[src/design/assert_macros.svh]
// ----------------------------------------------------------------------------
// assertion macros
// shared concurrent assertion forms, sampled on clk, off while arst_n is low
// ----------------------------------------------------------------------------
`ifndef ASSERT_MACROS_SVH
`define ASSERT_MACROS_SVH

// expression holds at every edge
`define ASSERT_ALWAYS(label, expr) \
	label: assert property (@(posedge clk) disable iff (!arst_n) (expr)) \
		else $error("assertion failed: invariant");

// consequent holds in the same cycle as the antecedent
`define ASSERT_SAME(label, ante, cons) \
	label: assert property (@(posedge clk) disable iff (!arst_n) (ante) |-> (cons)) \
		else $error("assertion failed: same-cycle implication");

// consequent holds in the cycle after the antecedent
`define ASSERT_NEXT(label, ante, cons) \
	label: assert property (@(posedge clk) disable iff (!arst_n) (ante) |=> (cons)) \
		else $error("assertion failed: next-cycle implication");

`endif

[src/design/alie_pkg.sv]
// ----------------------------------------------------------------------------
// alie_pkg
// shared widths, command and status codes, and the cell control bundle
// ----------------------------------------------------------------------------
package alie_pkg;

	localparam int DATA_W = 32;
	localparam int CMD_W  = 3;
	localparam int POS_W  = 5;
	localparam int ST_W   = 3;
	localparam int OCNT_W = 5;

	// command codes
	localparam logic [CMD_W-1:0] CMD_INS_POS  = 3'd0;
	localparam logic [CMD_W-1:0] CMD_INS_SORT = 3'd1;
	localparam logic [CMD_W-1:0] CMD_DEL_POS  = 3'd2;
	localparam logic [CMD_W-1:0] CMD_DEL_ONE  = 3'd3;
	localparam logic [CMD_W-1:0] CMD_DEL_ALL  = 3'd4;
	localparam logic [CMD_W-1:0] CMD_READ     = 3'd5;

	// status codes
	localparam logic [ST_W-1:0] ST_OK       = 3'd0;
	localparam logic [ST_W-1:0] ST_BADPOS   = 3'd1;
	localparam logic [ST_W-1:0] ST_FULL     = 3'd2;
	localparam logic [ST_W-1:0] ST_NOTFOUND = 3'd3;
	localparam logic [ST_W-1:0] ST_EMPTY    = 3'd4;

	// how a cell decides it is the target slot
	typedef enum logic [1:0] {
		HIT_NONE = 2'd0,
		HIT_POS  = 2'd1,
		HIT_LT   = 2'd2,
		HIT_EQ   = 2'd3
	} hit_mode_t;

	// broadcast from the sequencer to every cell
	typedef struct packed {
		logic      cmp_en;
		logic      exec_en;
		logic      ins;
		hit_mode_t mode;
	} cell_ctrl_t;

endpackage

[src/design/alie_if.sv]
// ----------------------------------------------------------------------------
// alie_if
// valid/ready channels for command beats and result beats
// ----------------------------------------------------------------------------
interface alie_req_if;
	logic                                valid;
	logic                                ready;
	logic [alie_pkg::CMD_W-1:0]          cmd;
	logic [alie_pkg::POS_W-1:0]          position;
	logic signed [alie_pkg::DATA_W-1:0]  value;

	modport source (output valid, output cmd, output position, output value, input ready);
	modport sink (input valid, input cmd, input position, input value, output ready);
endinterface

interface alie_rsp_if;
	logic                                valid;
	logic                                ready;
	logic [alie_pkg::ST_W-1:0]           status;
	logic [alie_pkg::OCNT_W-1:0]         new_count;
	logic [alie_pkg::OCNT_W-1:0]         removed_count;
	logic signed [alie_pkg::DATA_W-1:0]  read_value;

	modport source (output valid, output status, output new_count, output removed_count,
		output read_value, input ready);
	modport sink (input valid, input status, input new_count, input removed_count,
		input read_value, output ready);
endinterface

[src/design/alie_cell.sv]
// ----------------------------------------------------------------------------
// alie_cell
// one list slot: holds an element, compares it with the command value and
// shifts toward or away from its neighbors on an insert or a delete
// ----------------------------------------------------------------------------
module alie_cell #(
	parameter int CAPACITY = 16,
	parameter int IDX      = 0
) (
	input  logic                              clk,
	input  alie_pkg::cell_ctrl_t              ctrl,
	input  logic [$clog2(CAPACITY)-1:0]       k,
	input  logic [$clog2(CAPACITY+1)-1:0]     count,
	input  logic [alie_pkg::DATA_W-1:0]       value,
	input  logic [alie_pkg::DATA_W-1:0]       left_elem,
	input  logic [alie_pkg::DATA_W-1:0]       right_elem,
	input  logic                              chain_in,
	output logic [alie_pkg::DATA_W-1:0]       elem,
	output logic                              chain_out,
	output logic [alie_pkg::DATA_W-1:0]       sel_elem
);

	localparam int IDX_W = $clog2(CAPACITY);
	localparam int CNT_W = $clog2(CAPACITY+1);

	logic [alie_pkg::DATA_W-1:0] elem_q;
	logic                        lt_q;
	logic                        eq_q;
	logic                        occupied;
	logic                        at_end;
	logic                        hit;

	// slot position against the fill level
	assign occupied = CNT_W'(IDX) < count;
	assign at_end   = CNT_W'(IDX) == count;

	// target slot for this command
	always_comb begin
		case (ctrl.mode)
			alie_pkg::HIT_POS: hit = IDX_W'(IDX) == k;
			alie_pkg::HIT_LT:  hit = (occupied && !lt_q) || at_end;
			alie_pkg::HIT_EQ:  hit = occupied && eq_q;
			default:           hit = 1'b0;
		endcase
	end

	// earlier hit seen anywhere to the left
	assign chain_out = chain_in | hit;

	// compare flags and element shift
	always_ff @(posedge clk) begin
		if (ctrl.cmp_en) begin
			lt_q <= $signed(elem_q) < $signed(value);
			eq_q <= elem_q == value;
		end
		if (ctrl.exec_en) begin
			if (ctrl.ins) begin
				if (chain_in) begin
					elem_q <= left_elem;
				end else if (hit) begin
					elem_q <= value;
				end
			end else if (chain_in || hit) begin
				elem_q <= right_elem;
			end
		end
	end

	assign elem     = elem_q;
	assign sel_elem = hit ? elem_q : '0;

endmodule

[src/design/array_list_insert_delete_engine.sv]
// ----------------------------------------------------------------------------
// array_list_insert_delete_engine
// packed list of signed words kept in a chain of cells, with positional and
// sorted insert, positional and value delete, delete-all, and read
// ----------------------------------------------------------------------------
//  channel | dir | handshake   | payload
//  req     | in  | valid/ready | cmd, position, value
//  rsp     | out | valid/ready | status, new_count, removed_count, read_value
//
//  states from the accept up to the result register load:
//  read and commands refused on fill, empty list or position: compare, respond;
//    insert and deletes: compare, execute, respond; delete all adds a pass per match
//  each delete-all pass runs the cell compare register and then one chain shift
//  req is taken only in idle; a result not yet taken holds the engine in respond
//  arst_n clears the count and the control; cell contents are not reset
`include "assert_macros.svh"

module array_list_insert_delete_engine #(
	parameter int CAPACITY = 16
) (
	input  logic             clk,
	input  logic             arst_n,
	alie_req_if.sink         req,
	alie_rsp_if.source       rsp
);

	localparam int IDX_W = $clog2(CAPACITY);
	localparam int CNT_W = $clog2(CAPACITY+1);
	localparam int CW    = ((CNT_W > alie_pkg::POS_W) ? CNT_W : alie_pkg::POS_W) + 1;

	typedef enum logic [4:0] {
		S_IDLE  = 5'b00001,
		S_CMP   = 5'b00010,
		S_RECMP = 5'b00100,
		S_EXEC  = 5'b01000,
		S_RESP  = 5'b10000
	} state_t;

	state_t                         state_q, state_d;
	logic [CNT_W-1:0]               cnt_q, cnt_d;
	logic [CNT_W-1:0]               rm_q, rm_d;
	logic [alie_pkg::ST_W-1:0]      st_q, st_d;
	logic [alie_pkg::DATA_W-1:0]    rd_q, rd_d;
	logic [alie_pkg::CMD_W-1:0]     cmd_q;
	logic [alie_pkg::POS_W-1:0]     pos_q;
	logic [alie_pkg::DATA_W-1:0]    val_q;
	logic                           out_valid_q;
	logic                           load_out;
	logic [alie_pkg::ST_W-1:0]      o_status_q;
	logic [alie_pkg::OCNT_W-1:0]    o_count_q;
	logic [alie_pkg::OCNT_W-1:0]    o_removed_q;
	logic [alie_pkg::DATA_W-1:0]    o_read_q;

	alie_pkg::cell_ctrl_t           ctrl;
	logic [CW-1:0]                  pos_x, cnt_x, k_x;
	logic [IDX_W-1:0]               k;
	logic                           full, empty, ins_bad, del_bad, any_hit;
	logic [alie_pkg::DATA_W-1:0]    rd_or;

	logic [alie_pkg::DATA_W-1:0]    elem_w  [CAPACITY];
	logic [alie_pkg::DATA_W-1:0]    left_w  [CAPACITY];
	logic [alie_pkg::DATA_W-1:0]    right_w [CAPACITY];
	logic [alie_pkg::DATA_W-1:0]    sel_w   [CAPACITY];
	logic [CAPACITY:0]              chain_w;

	// position checks against the current fill level
	assign pos_x   = CW'(pos_q);
	assign cnt_x   = CW'(cnt_q);
	assign k_x     = pos_x - CW'(1);
	assign k       = k_x[IDX_W-1:0];
	assign full    = cnt_q == CNT_W'(CAPACITY);
	assign empty   = cnt_q == '0;
	assign ins_bad = (pos_q == '0) || (pos_x > cnt_x + CW'(1));
	assign del_bad = (pos_q == '0) || (pos_x > cnt_x);

	// cell chain
	assign chain_w[0] = 1'b0;
	assign any_hit    = chain_w[CAPACITY];

	for (genvar g = 0; g < CAPACITY; g++) begin : g_cell
		if (g == 0) begin : g_first
			assign left_w[g] = '0;
		end else begin : g_mid_l
			assign left_w[g] = elem_w[g-1];
		end
		if (g == CAPACITY-1) begin : g_last
			assign right_w[g] = '0;
		end else begin : g_mid_r
			assign right_w[g] = elem_w[g+1];
		end

		alie_cell #(
			.CAPACITY (CAPACITY),
			.IDX      (g)
		) u_cell (
			.clk        (clk),
			.ctrl       (ctrl),
			.k          (k),
			.count      (cnt_q),
			.value      (val_q),
			.left_elem  (left_w[g]),
			.right_elem (right_w[g]),
			.chain_in   (chain_w[g]),
			.elem       (elem_w[g]),
			.chain_out  (chain_w[g+1]),
			.sel_elem   (sel_w[g])
		);
	end

	// read data: only the addressed cell drives a nonzero word
	always_comb begin
		rd_or = '0;
		for (int i = 0; i < CAPACITY; i++) begin
			rd_or = rd_or | sel_w[i];
		end
	end

	// sequencer
	always_comb begin
		ctrl.cmp_en  = 1'b0;
		ctrl.exec_en = 1'b0;
		ctrl.ins     = (cmd_q == alie_pkg::CMD_INS_POS) || (cmd_q == alie_pkg::CMD_INS_SORT);
		state_d      = state_q;
		cnt_d        = cnt_q;
		rm_d         = rm_q;
		st_d         = st_q;
		rd_d         = rd_q;
		load_out     = 1'b0;
		// hit mode follows the command
		case (cmd_q)
			alie_pkg::CMD_INS_POS,
			alie_pkg::CMD_DEL_POS,
			alie_pkg::CMD_READ:     ctrl.mode = alie_pkg::HIT_POS;
			alie_pkg::CMD_INS_SORT: ctrl.mode = alie_pkg::HIT_LT;
			alie_pkg::CMD_DEL_ONE,
			alie_pkg::CMD_DEL_ALL:  ctrl.mode = alie_pkg::HIT_EQ;
			default:                ctrl.mode = alie_pkg::HIT_NONE;
		endcase
		case (state_q)
			S_IDLE: begin
				if (req.valid) begin
					state_d = S_CMP;
				end
			end
			S_CMP: begin
				ctrl.cmp_en = 1'b1;
				state_d     = S_EXEC;
				case (cmd_q)
					alie_pkg::CMD_INS_POS: begin
						if (full) begin
							st_d    = alie_pkg::ST_FULL;
							state_d = S_RESP;
						end else if (ins_bad) begin
							st_d    = alie_pkg::ST_BADPOS;
							state_d = S_RESP;
						end
					end
					alie_pkg::CMD_INS_SORT: begin
						if (full) begin
							st_d    = alie_pkg::ST_FULL;
							state_d = S_RESP;
						end
					end
					alie_pkg::CMD_DEL_POS: begin
						if (empty) begin
							st_d    = alie_pkg::ST_EMPTY;
							state_d = S_RESP;
						end else if (del_bad) begin
							st_d    = alie_pkg::ST_BADPOS;
							state_d = S_RESP;
						end
					end
					alie_pkg::CMD_DEL_ONE,
					alie_pkg::CMD_DEL_ALL: begin
						if (empty) begin
							st_d    = alie_pkg::ST_EMPTY;
							state_d = S_RESP;
						end
					end
					alie_pkg::CMD_READ: begin
						state_d = S_RESP;
						if (empty) begin
							st_d = alie_pkg::ST_EMPTY;
						end else if (del_bad) begin
							st_d = alie_pkg::ST_BADPOS;
						end else begin
							rd_d = rd_or;
						end
					end
					default: begin
						state_d = S_RESP;
					end
				endcase
			end
			S_RECMP: begin
				ctrl.cmp_en = 1'b1;
				state_d     = S_EXEC;
			end
			S_EXEC: begin
				state_d = S_RESP;
				case (cmd_q)
					alie_pkg::CMD_INS_POS,
					alie_pkg::CMD_INS_SORT: begin
						ctrl.exec_en = 1'b1;
						cnt_d        = cnt_q + CNT_W'(1);
					end
					alie_pkg::CMD_DEL_POS: begin
						ctrl.exec_en = 1'b1;
						cnt_d        = cnt_q - CNT_W'(1);
						rm_d         = CNT_W'(1);
					end
					alie_pkg::CMD_DEL_ONE: begin
						if (any_hit) begin
							ctrl.exec_en = 1'b1;
							cnt_d        = cnt_q - CNT_W'(1);
							rm_d         = CNT_W'(1);
						end else begin
							st_d = alie_pkg::ST_NOTFOUND;
						end
					end
					alie_pkg::CMD_DEL_ALL: begin
						if (any_hit) begin
							ctrl.exec_en = 1'b1;
							cnt_d        = cnt_q - CNT_W'(1);
							rm_d         = rm_q + CNT_W'(1);
							state_d      = S_RECMP;
						end else if (rm_q == '0) begin
							st_d = alie_pkg::ST_NOTFOUND;
						end
					end
					default: begin
					end
				endcase
			end
			S_RESP: begin
				if (!out_valid_q || rsp.ready) begin
					load_out = 1'b1;
					state_d  = S_IDLE;
				end
			end
			default: begin
				state_d = S_IDLE;
			end
		endcase
	end

	assign req.ready = state_q == S_IDLE;

	// control registers
	always_ff @(posedge clk or negedge arst_n) begin
		if (!arst_n) begin
			state_q     <= S_IDLE;
			cnt_q       <= '0;
			out_valid_q <= 1'b0;
		end else begin
			state_q <= state_d;
			cnt_q   <= cnt_d;
			if (load_out) begin
				out_valid_q <= 1'b1;
			end else if (rsp.ready) begin
				out_valid_q <= 1'b0;
			end
		end
	end

	// command beat capture and per-command result
	always_ff @(posedge clk) begin
		if (req.valid && req.ready) begin
			cmd_q <= req.cmd;
			pos_q <= req.position;
			val_q <= req.value;
			st_q  <= alie_pkg::ST_OK;
			rm_q  <= '0;
			rd_q  <= '0;
		end else begin
			st_q <= st_d;
			rm_q <= rm_d;
			rd_q <= rd_d;
		end
	end

	// result register
	always_ff @(posedge clk) begin
		if (load_out) begin
			o_status_q  <= st_q;
			o_count_q   <= alie_pkg::OCNT_W'(cnt_q);
			o_removed_q <= alie_pkg::OCNT_W'(rm_q);
			o_read_q    <= rd_q;
		end
	end

	assign rsp.valid         = out_valid_q;
	assign rsp.status        = o_status_q;
	assign rsp.new_count     = o_count_q;
	assign rsp.removed_count = o_removed_q;
	assign rsp.read_value    = o_read_q;

	// checks
	`ASSERT_ALWAYS(a_cnt_bound, cnt_q <= CNT_W'(CAPACITY))
	`ASSERT_NEXT(a_ins_grows, ctrl.exec_en && ctrl.ins, cnt_q == $past(cnt_q) + CNT_W'(1))
	`ASSERT_NEXT(a_del_shrinks, ctrl.exec_en && !ctrl.ins, cnt_q == $past(cnt_q) - CNT_W'(1))
	`ASSERT_NEXT(a_resp_loads, load_out, out_valid_q && (state_q == S_IDLE))
	`ASSERT_SAME(a_exec_has_hit, ctrl.exec_en, any_hit)

endmodule

[src/flat_wrapper.sv]
// flat-port wrapper written by rule: the top's interface ports become plain ports
module array_list_insert_delete_engine_flat 
#(
	parameter int CAPACITY = 16
)
  (clk, arst_n, req_valid, req_cmd, req_position, req_value, req_ready, rsp_valid, rsp_status, rsp_new_count, rsp_removed_count, rsp_read_value, rsp_ready);
  alie_req_if req_i ();
  alie_rsp_if rsp_i ();
  input  logic clk;
  input  logic arst_n;
  input wire logic [$bits(req_i.valid)-1:0] req_valid;
  input wire logic [$bits(req_i.cmd)-1:0] req_cmd;
  input wire logic [$bits(req_i.position)-1:0] req_position;
  input wire logic [$bits(req_i.value)-1:0] req_value;
  output wire logic [$bits(req_i.ready)-1:0] req_ready;
  output wire logic [$bits(rsp_i.valid)-1:0] rsp_valid;
  output wire logic [$bits(rsp_i.status)-1:0] rsp_status;
  output wire logic [$bits(rsp_i.new_count)-1:0] rsp_new_count;
  output wire logic [$bits(rsp_i.removed_count)-1:0] rsp_removed_count;
  output wire logic [$bits(rsp_i.read_value)-1:0] rsp_read_value;
  input wire logic [$bits(rsp_i.ready)-1:0] rsp_ready;
  assign req_i.valid = req_valid;
  assign req_i.cmd = req_cmd;
  assign req_i.position = req_position;
  assign req_i.value = req_value;
  assign req_ready = req_i.ready;
  assign rsp_valid = rsp_i.valid;
  assign rsp_status = rsp_i.status;
  assign rsp_new_count = rsp_i.new_count;
  assign rsp_removed_count = rsp_i.removed_count;
  assign rsp_read_value = rsp_i.read_value;
  assign rsp_i.ready = rsp_ready;
  array_list_insert_delete_engine #(.CAPACITY(CAPACITY)) u_core (.clk(clk), .arst_n(arst_n), .req(req_i), .rsp(rsp_i));
endmodule
[config.mk]
export PLATFORM = sky130hd
export DESIGN_NAME = array_list_insert_delete_engine_flat
export DESIGN_NICKNAME = d
export VERILOG_FILES = /design/src/design/alie_pkg.sv /design/src/design/alie_if.sv /design/src/design/alie_cell.sv /design/src/design/array_list_insert_delete_engine.sv /design/src/flat_wrapper.sv
export VERILOG_INCLUDE_DIRS = /design/src /design/src/design
export SDC_FILE = /design/constraint.sdc
export NUM_CORES = 2
export LEC_CHECK = 0
export ABC_CLOCK_PERIOD_IN_PS = 13100
export BUFFER_PORTS_ARGS = -buffer_cell sky130_fd_sc_hd__buf_4
export CELL_PAD_IN_SITES_DETAIL_PLACEMENT = 0
export CELL_PAD_IN_SITES_GLOBAL_PLACEMENT = 1
export CORE_MARGIN = 1.5
export CORE_UTILIZATION = 35
export DETAILED_ROUTE_END_ITERATION = 12
export HOLD_SLACK_MARGIN = 0.12
export PLACE_DENSITY_LB_ADDON = 0.1
export SETUP_SLACK_MARGIN = 0.3
export SLEW_MARGIN = 25
export SYNTH_ARGS = -nofsm -noshare
export SYNTH_HDL_FRONTEND = slang
export SYNTH_SLANG_ARGS = --single-unit
[constraint.sdc]
create_clock -name clk -period 13.1 [get_ports clk]
set_input_delay 2.62 -clock clk [delete_from_list [all_inputs] [get_ports clk]]
set_output_delay 2.62 -clock clk [all_outputs]
set_load 0.01 [all_outputs]
=== Yosys cells after proc, flatten, opt, wreduce, memory -nomap -nowiden ===
Index checks and enable logic that the tools add are counted.

* Register bits after elaboration: 680
* Input port bits: 44
* Output and inout bits: 47
* Word-level logic and storage cells: 490

* $add $sub $neg: 5
* $lt $le $gt $ge: 34
* Eq/ne operators: 89
* Mux-type cells: 133
* Bitwise logic cells: 32
* Reductions and logical operators: 136

{| class="wikitable"
|+ Operator list
! operator !! number
|-
| $mux 32 || 79
|-
| $eq 32x32->1 || 16
|-
| $lt 32x32->1 || 16
|-
| $or 32x32->32 || 15
|-
| $mux 5 || 13
|-
| $ne 3x3->1 const B || 18
|-
| $pmux 1 s3 || 16
|-
| $reduce_and 3->1 || 16
|-
| $eq 4x5->1 const A || 8
|-
| $lt 4x5->1 const A || 8
|-
| $logic_or 1x1->1 || 35
|-
| $reduce_bool 2->1 || 17
|-
| $logic_and 1x1->1 || 33
|-
| $eq 4x4->1 const A || 8
|-
| $pmux 5 s3 || 2
|-
| $mux 3 || 9
|-
| $pmux 5 s5 || 1
|-
| $eq 3x5->1 const A || 4
|-
| $lt 3x5->1 const A || 4
|-
| $pmux 5 s4 || 1
|-
| $logic_not 1->1 || 17
|-
| $eq 3x4->1 const A || 4
|-
| $logic_not 5->1 || 3
|-
| $or 1x1->1 || 15
|-
| 42 further kinds || 71
|}

=== Longest topological paths before layout ===
* Depth after elaboration: 24
* Depth in mapped cells: 16
* Depth with buffers taken out: 13

=== Modules after synthesis ===
From an unflattened synthesis, not the netlist that was laid out.

* Cell total of the unflattened synthesis: 5368
* Area total of the unflattened synthesis: 51074.0 um2

{| class="wikitable"
|+ By module, submodules not included
! module !! times used !! cells an instance !! area each (um2) !! seq. area each (um2)
|-
| array_list_insert_delete_engine || 1 || 545 || 6333.6 || 3629.7
|-
| alie_cell (u_core.g_cell[4].u_cell) || 1 || 305 || 2835.2 || 1021.0
|-
| alie_cell (u_core.g_cell[9].u_cell) || 1 || 300 || 2824.0 || 1021.0
|-
| alie_cell (u_core.g_cell[6].u_cell) || 1 || 304 || 2810.2 || 1021.0
|-
| alie_cell (u_core.g_cell[10].u_cell) || 1 || 304 || 2808.9 || 1021.0
|-
| alie_cell (u_core.g_cell[12].u_cell) || 1 || 304 || 2805.2 || 1021.0
|-
| alie_cell (u_core.g_cell[8].u_cell) || 1 || 303 || 2800.2 || 1021.0
|-
| alie_cell (u_core.g_cell[1].u_cell) || 1 || 298 || 2795.2 || 1021.0
|-
| alie_cell (u_core.g_cell[14].u_cell) || 1 || 304 || 2791.4 || 1021.0
|-
| alie_cell (u_core.g_cell[2].u_cell) || 1 || 301 || 2791.4 || 1021.0
|-
| alie_cell (u_core.g_cell[5].u_cell) || 1 || 300 || 2790.2 || 1021.0
|-
| alie_cell (u_core.g_cell[0].u_cell) || 1 || 306 || 2788.9 || 1021.0
|-
| alie_cell (u_core.g_cell[11].u_cell) || 1 || 300 || 2787.7 || 1021.0
|-
| alie_cell (u_core.g_cell[3].u_cell) || 1 || 298 || 2786.4 || 1021.0
|-
| +3 rows || n/a || n/a || n/a || n/a
|}

=== Worst setup path after synthesis ===
Ideal clock, no wire load.

* Path kind: register -> register
* Start: register u_core.cmd_q[1] (netlist name)
* End: register u_core.g_cell[1].u_cell.elem_q, in the netlist u_core.g_cell[1].u_cell.elem[0] (enable)
* Setup time: 0.468 ns
* Arrival time: 4.837 ns
* Required time: 12.632 ns
* Path slack: 7.795 ns
* Cell stages (with the launch flop): 12
* Buffers on the path: 3
* Period minus slack after synthesis: 5.305 ns
* Cell sequence: edfxtp_1 buf_4 nor3b_2 clkbuf_1 nand2_1 a22o_1 o211ai_1 or4_4 or4b_1 buf_2 a21oi_4 nor3b_1

* Cells in the longest elaborated chain, start to end: 24
* Elaborated cells on any way between the ends: 52
* Those cells by class: eq/ne (9); mux (20); bitwise (15); reduce/logical (8)

{| class="wikitable"
|+ Ends and longest elaborated chain
! element !! line !! source
|-
| start: declaration || array_list_insert_delete_engine.sv:44 || <nowiki>logic [alie_pkg::CMD_W-1:0] cmd_q;</nowiki>
|-
| start signal: assignment || array_list_insert_delete_engine.sv:269 || <nowiki>cmd_q <= req.cmd;</nowiki>
|-
| $eq 3x3->1 (tied with other cells) || array_list_insert_delete_engine.sv:130 || <nowiki>case (cmd_q)</nowiki>
|-
| $reduce_or 3->1 / $reduce_or 2->1 (equally long branches) || n/a ||
|-
| $pmux 2 s3 || array_list_insert_delete_engine.sv:130 ||
|-
| $eq 2x2->1 / $eq 2x1->1 (equally long branches) || alie_cell.sv:39 || <nowiki>case (ctrl.mode)</nowiki>
|-
| $pmux 1 s3 || alie_cell.sv:39 ||
|-
| $or 1x1->1 (15 in series) || alie_cell.sv:48 || <nowiki>assign chain_out = chain_in | hit;</nowiki>
|-
| $mux 1 || array_list_insert_delete_engine.sv:213, array_list_insert_delete_engine.sv:222 ||
|-
| $pmux 1 s2 || array_list_insert_delete_engine.sv:201 || <nowiki>case (cmd_q)</nowiki>
|-
| $mux 1 || array_list_insert_delete_engine.sv:139 || <nowiki>case (state_q)</nowiki>
|-
| $reduce_and 3->1 (no line) (*) || n/a ||
|-
| end signal: assignment || alie_cell.sv:59 || <nowiki>elem_q <= left_elem;</nowiki>
|-
| end signal: assignment || alie_cell.sv:61 || <nowiki>elem_q <= value;</nowiki>
|-
| end signal: assignment || alie_cell.sv:64 || <nowiki>elem_q <= right_elem;</nowiki>
|-
| end: declaration || alie_cell.sv:26 || <nowiki>logic [alie_pkg::DATA_W-1:0] elem_q;</nowiki>
|}

Every way passes the cells marked *; elsewhere a longest branch is shown, timed or not.
A chain may end at the register's enable or synchronous reset.

=== Worst setup path after layout ===
* Start: register u_core.cmd_q[0] (netlist name)
* End: register u_core.g_cell[7].u_cell.elem_q, in the netlist u_core.g_cell[7].u_cell.elem[31] (enable)

* Cells in the longest elaborated chain, start to end: 24
* Elaborated cells on any way between the ends: 52
* Those cells by class: eq/ne (9); mux (20); bitwise (15); reduce/logical (8)

{| class="wikitable"
|+ Ends and longest elaborated chain
! element !! line
|-
| $eq 3x3->1 (tied with other cells) || array_list_insert_delete_engine.sv:130
|-
| $reduce_or 3->1 / $reduce_or 2->1 (equally long branches) || n/a
|-
| $pmux 2 s3 || array_list_insert_delete_engine.sv:130
|-
| $eq 2x2->1 / $eq 2x1->1 (equally long branches) || alie_cell.sv:39
|-
| $pmux 1 s3 || alie_cell.sv:39
|-
| $or 1x1->1 (15 in series) || alie_cell.sv:48
|-
| $mux 1 || array_list_insert_delete_engine.sv:213, array_list_insert_delete_engine.sv:222
|-
| $pmux 1 s2 || array_list_insert_delete_engine.sv:201
|-
| $mux 1 || array_list_insert_delete_engine.sv:139
|-
| $reduce_and 3->1 (no line) (*) || n/a
|-
| end signal: assignment || alie_cell.sv:59
|-
| end signal: assignment || alie_cell.sv:61
|-
| end signal: assignment || alie_cell.sv:64
|-
| end: declaration || alie_cell.sv:26
|}

Marked as above.

==> impl_metrics.env <==
export IMPL_status="completed"
export IMPL_grt_antenna_before_repair=3
export IMPL_core_um2=131000
export IMPL_rsz0062_at_grt="no"
export IMPL_powerDensity_nw_per_um2=207
export IMPL_syn_num_nets=5263
export IMPL_tightest_slew_ns=1.11
export IMPL_cts_root_buf="clkbuf_16"
export IMPL_die_area_um2=135000
export IMPL_worstPathMaxFanout=64
export IMPL_startpoint="u_core.cmd_q[0]"
export IMPL_synth_top_area_cell="edfxtp_1"
export IMPL_dp_cells=6356
export IMPL_syn_avg_cell_area_um2=9.89
export IMPL_finClkSkew_ns=0.0485
export IMPL_seq_power_share_pct=26.0
export IMPL_async_reset_ff_share_pct=1.62
export IMPL_cts_buffers=88
export IMPL_slew_headroom_pct=25.8
export IMPL_maxCapViolCount=0
export IMPL_reg2reg_from="u_core.cmd_q[0]"
export IMPL_cts_resized=0
export IMPL_ys_ff_latch=680
export IMPL_nets=5264
export IMPL_route_detailed_drc=0
export IMPL_detail_route_first_pass_iterations=7
export IMPL_max_clock_path_buffers=3
export IMPL_gp_congestion=0.916
export IMPL_cts_hold_buf=0
export IMPL_clk_latency_ns=0.73
export IMPL_seqCellArea_um2=20000
export IMPL_hold_viol=0
export IMPL_period_needed_ns=7.03
export IMPL_cts_tree="yes"
export IMPL_via_per_inst=6.02
export IMPL_syn_area_um2=46400
export IMPL_p_clk_share_pct=22.8
export IMPL_worstPathArrival_ns=7.38
export IMPL_synth_main_ff_cell="edfxtp_1"
export IMPL_yosysTopAreaCellShare_pct=40.7
export IMPL_fmax_mhz=142
export IMPL_cp_start_kind="flip-flop"
export IMPL_min_path_type="flip-flop to flip-flop"
export IMPL_hpwlAfterDp_um=147000
export IMPL_max_vdd_ir_drop_uv=302
export IMPL_numPortBuffers=90
export IMPL_yosysMostFrequentCell="nand2_1"
export IMPL_synth_edff_count=629
export IMPL_synth_area_leaders="edfxtp_1, ha_1, mux2i_1"
export IMPL_clkTransAtPathRegs_ns=0.06
export IMPL_r2r_end="u_core.g_cell[7].u_cell.elem[31]"
export IMPL_hold_worst_slack_ns=0.426
export IMPL_placed_area_um2=49200
export IMPL_cp_required_ns=13.45
export IMPL_die_x_um=367
export IMPL_reg2reg_depth=12
export IMPL_endpoint_kind="flip-flop"
export IMPL_path_class="flip-flop to flip-flop"
export IMPL_slew_viol_final=0
export IMPL_fin_area_um2=52100
export IMPL_drive_gt1_share_pct=8.46
export IMPL_drtIter0Drc=4659
export IMPL_yosysWarnings=0
export IMPL_cp_endpoint="u_core.g_cell[7].u_cell.elem[31]"
export IMPL_total_power_uw=10800
export IMPL_internal_power_uw=5910
export IMPL_start_util_pct=35.3
export IMPL_fin_crit_sh_pct=53.7
export IMPL_wire_per_inst_um=32.3
export IMPL_grt_start_max_net_pins=115
export IMPL_rrSetupSlack_ns=6.07
export IMPL_cts_setup_buffers=0
export IMPL_cts_max_level=3
export IMPL_fin_tns_setup_ns=0
export IMPL_fill_cells=13100
export IMPL_setup_viol=0
export IMPL_pwr_share_comb_pct=51.2
export IMPL_multiInputGateArea_um2=25200
export IMPL_netlist_instances=4690
export IMPL_io_pins=91
export IMPL_num_rows=133
export IMPL_swShare_pct=45.0
export IMPL_ant_nets=0
export IMPL_num_vias=39300
export IMPL_grt_overflow=0
export IMPL_grt_pass1_vias=37400
export IMPL_grt_pass1_wl_um=296000
export IMPL_clkSinkCount=680
export IMPL_synthToLayoutAreaGrowth_pct=12.2
export IMPL_dieHeight_um=367
export IMPL_synth_commonest_cells="nand2_1, edfxtp_1, ha_1"
export IMPL_wl_um=210000
export IMPL_fin_cells=6518
export IMPL_synth_cell_types=87
export IMPL_power_leakage_uw=0.0209
export IMPL_track_usage_pct=30.6
export IMPL_holdPathStages=0
export IMPL_p_sw_uw=4840
export IMPL_seq_area_frac_synth_pct=43.0
==> metrics by stage <==
stage / utilization (%) / worst slack, ns
6_report: 39.6 / 6.07
5_1_grt: 39.6 / 5.87
4_1_cts: 39.6 / 6.17
3_5_place_dp: 37.5 / 6.20
3_3_place_gp: 37.4 / 6.41
2_1_floorplan: - / 7.79
==> area by class of cell <==
type                    count  share of cell area, %
multi-input cells        3644                   48.5
flip-flops and latches    680                   38.4
clock buffers             131                   4.79
well taps                1755                   4.22
repair buffers            207                   3.07
clock inverters            30                  0.594
inverters                  70                  0.510
diodes                      1                0.00481
==> metal layers <==
metal | up-vias | track usage (%) | wire length [um]
met5 | - | 0 | 27
met2 | 1664 | 46.9 | 92600
li1 | 17800 | - | -
met4 | 4 | 12.6 | 8900
met1 | 19400 | 43.2 | 94100
met3 | 311 | 4.33 | 14800
==> flip-flops by register name, summed over array words and instances, names as in the netlist <==
register,cells
u_core.pos_q,5
u_core.g_cell.u_cell.eq_q,16
u_core.st_q,3
u_core.g_cell.u_cell.elem,512
u_core.rsp.new_count,5
u_core.rsp.status,3
u_core.g_cell.u_cell.lt_q,16
u_core.rsp.valid,1
u_core.rsp.read_value,32
u_core.rsp.removed_count,5
u_core.cmd_q,3
u_core.state_q,5
u_core.rd_q,32
u_core.val_q,32
u_core.rm_q,5
u_core.cnt_q,5
==> worst max-delay path, stage by stage, from the launching register on <==
cell and delay (ns):
edfxtp_1 0.73, nor2b_1 0.73, nand2_1 0.40, nor2_1 0.28, a221o_2 0.72, buf_4 0.49, nor4_4 0.17, nand3_4 0.09
buf_4 0.75, nor2_4 0.38, buf_4 0.40, nor2_4 0.75, buf_4 0.50
==> worst min path at each step <==
stage / start / end / slack, ns
2_1_floorplan: u_core.st_q[2] / u_core.rsp.status[2] / 0.40
3_3_place_gp: u_core.rd_q[14] / u_core.rsp.read_value[14] / 0.41
3_5_place_dp: u_core.rd_q[14] / u_core.rsp.read_value[14] / 0.41
4_1_cts: u_core.rd_q[14] / u_core.rsp.read_value[14] / 0.43
5_1_grt: u_core.rd_q[12] / u_core.rsp.read_value[12] / 0.44
6_report: u_core.rd_q[9] / u_core.rsp.read_value[9] / 0.43
==> cell usage in the layout (no fill, tap or decap), types with 128 or more instances in the layout <==
| cell type | synthesis | layout |
|---|---|---|
| nand2_1 | 646 | 644 |
| nor2_1 | 298 | 287 |
| mux2i_1 | 336 | 336 |
| nand4_1 | 128 | 128 |
| a21o_1 | 131 | 130 |
| a21oi_1 | 314 | 313 |
| ha_1 | 529 | 529 |
| buf_4 | 9 | 204 |
| o21ai_0 | 517 | 517 |
| edfxtp_1 | 629 | 629 |
==> kinds of logic after synthesis <==
logic type               after synthesis  share of synthesized area (%)
AO/OA/AOI/OAI                       1376                           18.3
XOR/XNOR                              10                          0.189
adder cells (fa/ha/maj)              529                           14.3
buffers and inverters                366                           3.23
flip-flops                           680                           43.0
multiplexers                         338                           7.30
AND/OR/NAND/NOR                     1391                           13.6
==> power groups by stage <==
stage,clock network [uW],logic [uW],registers [uW]
floorplan,0,3780,2680
global placement,0,5370,2840
detailed placement,0,5430,2840
CTS,2500,5450,2790
global route,2570,5900,2800
finish,2460,5500,2790
No activity file was read; power rests on OpenSTA's default activity.
